**src/design/kst_pkg.sv**
```systemverilog
// ----------------------------------------------------------------------------
// kst_pkg - shared types and constants of the key state hotkey tracker
// Item and result layouts, action and combo codes, controller command and
// status groups.
// ----------------------------------------------------------------------------
package kst_pkg;

  // action codes
  localparam logic [2:0] ACT_KEY_EVENT  = 3'd0;
  localparam logic [2:0] ACT_FRAME_TICK = 3'd1;
  localparam logic [2:0] ACT_BIND       = 3'd2;
  localparam logic [2:0] ACT_QUERY_KEY  = 3'd3;
  localparam logic [2:0] ACT_QUERY_HOT  = 3'd4;

  // combo codes
  localparam logic [2:0] COMBO_NONE       = 3'd0;
  localparam logic [2:0] COMBO_ALT        = 3'd1;
  localparam logic [2:0] COMBO_ALT_SHIFT  = 3'd2;
  localparam logic [2:0] COMBO_CTRL       = 3'd3;
  localparam logic [2:0] COMBO_CTRL_SHIFT = 3'd4;
  localparam logic [2:0] COMBO_SHIFT      = 3'd5;

  // modifier bits as stored per key
  localparam logic [2:0] MOD_CONTROL = 3'b001;
  localparam logic [2:0] MOD_SHIFT   = 3'b010;
  localparam logic [2:0] MOD_ALT     = 3'b100;

  localparam logic [5:0] AGE_MAX       = 6'd63;
  localparam logic [5:0] REPEAT_RESET  = 6'd30;
  localparam int         ITEM_W        = 27;
  localparam int         IN_TDATA_W    = 32;
  localparam int         OUT_TDATA_W   = 8;

  // input item, last declared field (action) in the lowest bits
  typedef struct packed {
    logic       bind_used;
    logic [2:0] combo;
    logic       slot;
    logic [6:0] function_index;
    logic       alt_held;
    logic       shift_held;
    logic       control_held;
    logic       pressed;
    logic [7:0] key;
    logic [2:0] action;
  } item_t;

  // result item, last declared field (key_down) in the lowest bits
  typedef struct packed {
    logic hotkey_tapped;
    logic hotkey_down;
    logic key_alt;
    logic key_shift;
    logic key_control;
    logic key_repeat;
    logic key_tapped;
    logic key_down;
  } result_t;

  // one hotkey slot
  typedef struct packed {
    logic       used;
    logic [2:0] combo;
    logic [7:0] key;
  } bind_t;

  // controller to datapath
  typedef struct packed {
    logic clear;
    logic rd_item;
    logic rd_bind;
    logic finish;
  } cmd_t;

  // datapath to controller
  typedef struct packed {
    logic clear_last;
    logic hot;
  } status_t;

  // modifier set that a combo code asks for
  function automatic logic [2:0] combo_mods(input logic [2:0] combo);
    logic [2:0] m;
    case (combo)
      COMBO_ALT:        m = MOD_ALT;
      COMBO_ALT_SHIFT:  m = MOD_ALT | MOD_SHIFT;
      COMBO_CTRL:       m = MOD_CONTROL;
      COMBO_CTRL_SHIFT: m = MOD_CONTROL | MOD_SHIFT;
      COMBO_SHIFT:      m = MOD_SHIFT;
      default:          m = 3'b000;
    endcase
    return m;
  endfunction

endpackage

```
**src/design/kst_ctrl.sv**
```systemverilog
// ----------------------------------------------------------------------------
// kst_ctrl - sequencer of the key state hotkey tracker
// Runs the clearing pass after reset, takes one item at a time, orders the
// memory reads and owns the result valid flag.
// ----------------------------------------------------------------------------
module kst_ctrl (
  input  logic             clk,
  input  logic             rst_n,
  input  logic             in_tvalid,
  output logic             in_tready,
  output logic             out_tvalid,
  input  logic             out_tready,
  input  kst_pkg::status_t status,
  output kst_pkg::cmd_t    cmd
);

  typedef enum logic [1:0] {
    S_CLEAR,
    S_IDLE,
    S_EXEC,
    S_HOT
  } state_t;

  state_t state_r, state_nxt;
  logic   out_valid_r, out_valid_nxt;
  logic   out_free;

  assign out_free   = !out_valid_r || out_tready;
  assign in_tready  = (state_r == S_IDLE);
  assign out_tvalid = out_valid_r;

  // next state and commands
  always_comb begin
    state_nxt = state_r;
    cmd       = '0;
    case (state_r)
      S_CLEAR: begin
        cmd.clear = 1'b1;
        if (status.clear_last) begin
          state_nxt = S_IDLE;
        end
      end
      S_IDLE: begin
        if (in_tvalid) begin
          cmd.rd_item = 1'b1;
          state_nxt   = S_EXEC;
        end
      end
      S_EXEC: begin
        if (status.hot) begin
          cmd.rd_bind = 1'b1;
          state_nxt   = S_HOT;
        end else if (out_free) begin
          cmd.finish = 1'b1;
          state_nxt  = S_IDLE;
        end
      end
      S_HOT: begin
        if (out_free) begin
          cmd.finish = 1'b1;
          state_nxt  = S_IDLE;
        end
      end
      default: state_nxt = S_CLEAR;
    endcase
  end

  // result valid: set on finish, dropped after the transfer
  always_comb begin
    out_valid_nxt = out_valid_r;
    if (cmd.finish) begin
      out_valid_nxt = 1'b1;
    end else if (out_tready) begin
      out_valid_nxt = 1'b0;
    end
  end

  always_ff @(posedge clk) begin
    if (!rst_n) begin
      state_r     <= S_CLEAR;
      out_valid_r <= 1'b0;
    end else begin
      state_r     <= state_nxt;
      out_valid_r <= out_valid_nxt;
    end
  end

endmodule

```
**config.mk**
```make
export PLATFORM = sky130hd
export DESIGN_NAME = kst_ctrl
export DESIGN_NICKNAME = d
export VERILOG_FILES = /design/src/design/kst_pkg.sv /design/src/design/kst_ctrl.sv
export SDC_FILE = /design/constraint.sdc
export NUM_CORES = 1
export LEC_CHECK = 0
export BUFFER_PORTS_ARGS = -buffer_cell sky130_fd_sc_hd__buf_2
export CORE_AREA = 4 4 41 43
export CTS_CLUSTER_SIZE = 30
export DETAILED_ROUTE_END_ITERATION = 6
export DIE_AREA = 0 0 45 47
export HOLD_SLACK_MARGIN = 0.15
export PLACE_DENSITY = 0.3
export SYNTH_ARGS = -nofsm -noshare
export SYNTH_HDL_FRONTEND = slang
export SYNTH_SLANG_ARGS = --single-unit
```
**constraint.sdc**
```tcl
create_clock -name clk -period 1.3 [get_ports clk]
set_input_delay 0 -clock clk [delete_from_list [all_inputs] [get_ports clk]]
set_output_delay 0 -clock clk [all_outputs]
set_load 0.02 [all_outputs]
```
==> flow_summary.ini <==
[floorplanning]
dieWidth_um = 45
initial_core_util_pct = 12.6
coreArea_um2 = 1300
rows = 13
die-area_um2 = 2120
ios = 12
die-height_um = 47

[cts]
clockBufferDepth = 2
tritoncts = built
cts.clk_slew.worst_paths_ps = 40
cts_num_sinks = 3
cts_htree_levels = 1
cts_buffers = 3
ctsRootBufferMaster = clkbuf_4
clk_latency_ps = 230

[routing]
antenna_left = 0
drt_iter0_drc = 0
firstDrtPassIters = 1
routed-via-count = 190
drt-wirelength-per-cell_um = 8.02
viasPerCell = 3.58
drc = 0
drt-total-wl_um = 425

[yosys]
yosysWarnings = 0
synth-edff-count = 0
synthArstFlopShare_pct = 0
syn_nets = 26
syn_area_um2 = 164
synth-main-ff-cell = dfxtp_1
synth_seq_cells = 3
syn-mean-instance-area_um2 = 8.20
ys_types = 14
yosysSeqAreaShare_pct = 36.6
synthCells = 20

[setup_path]
cp.arrival_ps = 1340
crit_path_max_fanout = 4
end_kind = register
crit_path_cell_trace = dlygate4sd3_1 > buf_2 > nand2b_1 > or4_1 > o211a_1
worstSetupStartpointType = primary input
cp_data_required_time_ps = 1420
cpMaxStageDelayCell = dlygate4sd3_1
crit_type = primary input to register
ff2ff_setup_slack_ps = 90
max_stage_delay_ps = 530

[finish]
layout_commonest_cell = buf_2
nets = 45
layout_common_cells = 11 x buf_2, 4 x dlygate4sd3_1, 3 x nor2_1, 3 x clkbuf_4, 3 x dfxtp_1
antenna_cells = 0
area_growth_syn_to_layout_pct = 80.9
post-route-util_pct = 22.8
drive_above_1_share_pct = 44.7
nFillCells = 154

[worst_hold_path]
min_path_type = primary input to register

[pwr]
p_leak_nw = 0.148
cellPowerDensity_nw_per_um2 = 1110
peakVddDrop_uv = 250

[global_route]
grt_usage_pct = 4.81
grt_pass1_vias = 190
overflow = 0
antenna_found_initial = 0
grt_pass1_wl_um = 710
grt_max_degree = 7

[timing]
setup_tns_ps = 0
max_slew.worst_pin.slew_ps = 189
finClkSkew_ps = 1.49
slew_viol_final = 0
slew-limit-headroom_pct = 87.4
fmax_ghz = 0.815
post-route-period-util_pct = 94.4
setup_viol = 0
rsz0062_at_grt = false
period_needed_ps = 1230
setup_ws_ps = 72.7
whs_ps = 156
hold_viol = 0

[placement]
place_ws_ps = 107
place.gp.congestion = 0.611
io_buffers = 11

[run]
cap_violations = 0

[outcome]
outcome = completed
==> where the power goes <==
group          total (mW)  internal [mW]  switching (mW)  leakage, nW
Clock               0.157          0.115          0.0424       0.0150
Combinational      0.0670         0.0336          0.0334        0.108
Sequential          0.105         0.0982         0.00626       0.0246
==> layer usage <==
| metal | up-vias | track usage [%] | wire length, µm |
|---|---|---|---|
| li1 | 103 | - | - |
| met1 | 82 | 4.76 | 167 |
| met2 | 5 | 7.63 | 210 |
| met3 | 0 | 2.68 | 48 |
| met4 | 0 | 3.51 | 0 |
| met5 | - | 0 | 0 |
==> cell usage after synthesis, types with 2 or more instances <==
master | number | area share (%)
nor2_1 | 3 | 6.9
dfxtp_1 | 3 | 37
a21oi_1 | 2 | 6.1
nand2b_1 | 2 | 7.6
==> kinds of logic (layout without fill, tap and decap cells) <==
group	Yosys count	after routing	synth area share (%)
flip-flops	3	3	36.6
buffers and inverters	2	20	6.87
AND/OR/NAND/NOR	10	10	35.1
AO/OA/AOI/OAI	5	5	21.4
==> per-stage QoR <==
step                      instances  area, µm²  power [mW]
after floorplan                  20        164       0.143
after global placement           45        230       0.165
after detailed placement         45        230       0.165
after CTS                        53        297       0.335
after global routing             53        297       0.347
final                            53        297       0.329
==> flip-flops by register name, summed over array words and instances (netlist names) <==
name,cells
state_r,2
out_tvalid,1
==> timing repair <==
item	in CTS	in global routing
resized for setup	0	0
hold buffers	4	0
setup endpoints to repair	0	0
endpoints found under the hold margin	3	0
buffers inserted	0	0
==> path summary, 6_finish.rpt <==
| kind | startpoint | endpoint | cells after the start |
|---|---|---|---|
| worst max-delay path | out_tready | state_r[0]$_SDFFE_PN0P_ | 5 |
| worst min-delay path | status[1] | state_r[0]$_SDFFE_PN0P_ | 4 |
| worst max register to register | state_r[1]$_SDFFE_PN0P_ | state_r[0]$_SDFFE_PN0P_ | 3 |
| worst min register to register | state_r[1]$_SDFFE_PN0P_ | out_tvalid$_SDFFE_PN0P_ | 2 |
==> critical path, delay by kind of cell <==
family	cells	cell delay [ps]
AO/OA/AOI/OAI	1	130
buffers and inverters	2	640
AND/OR/NAND/NOR	2	570
==> cell type report <==
type	instances	area, µm²	share of cell area [%]
clock buffers	4	26.3	8.86
flip-flops and latches	3	60.1	20.3
well taps	15	18.8	6.33
multi-input cells	15	92.6	31.2
inverters	1	3.75	1.27
repair buffers	15	95.1	32.1
Power figures use the tool's default switching activity.
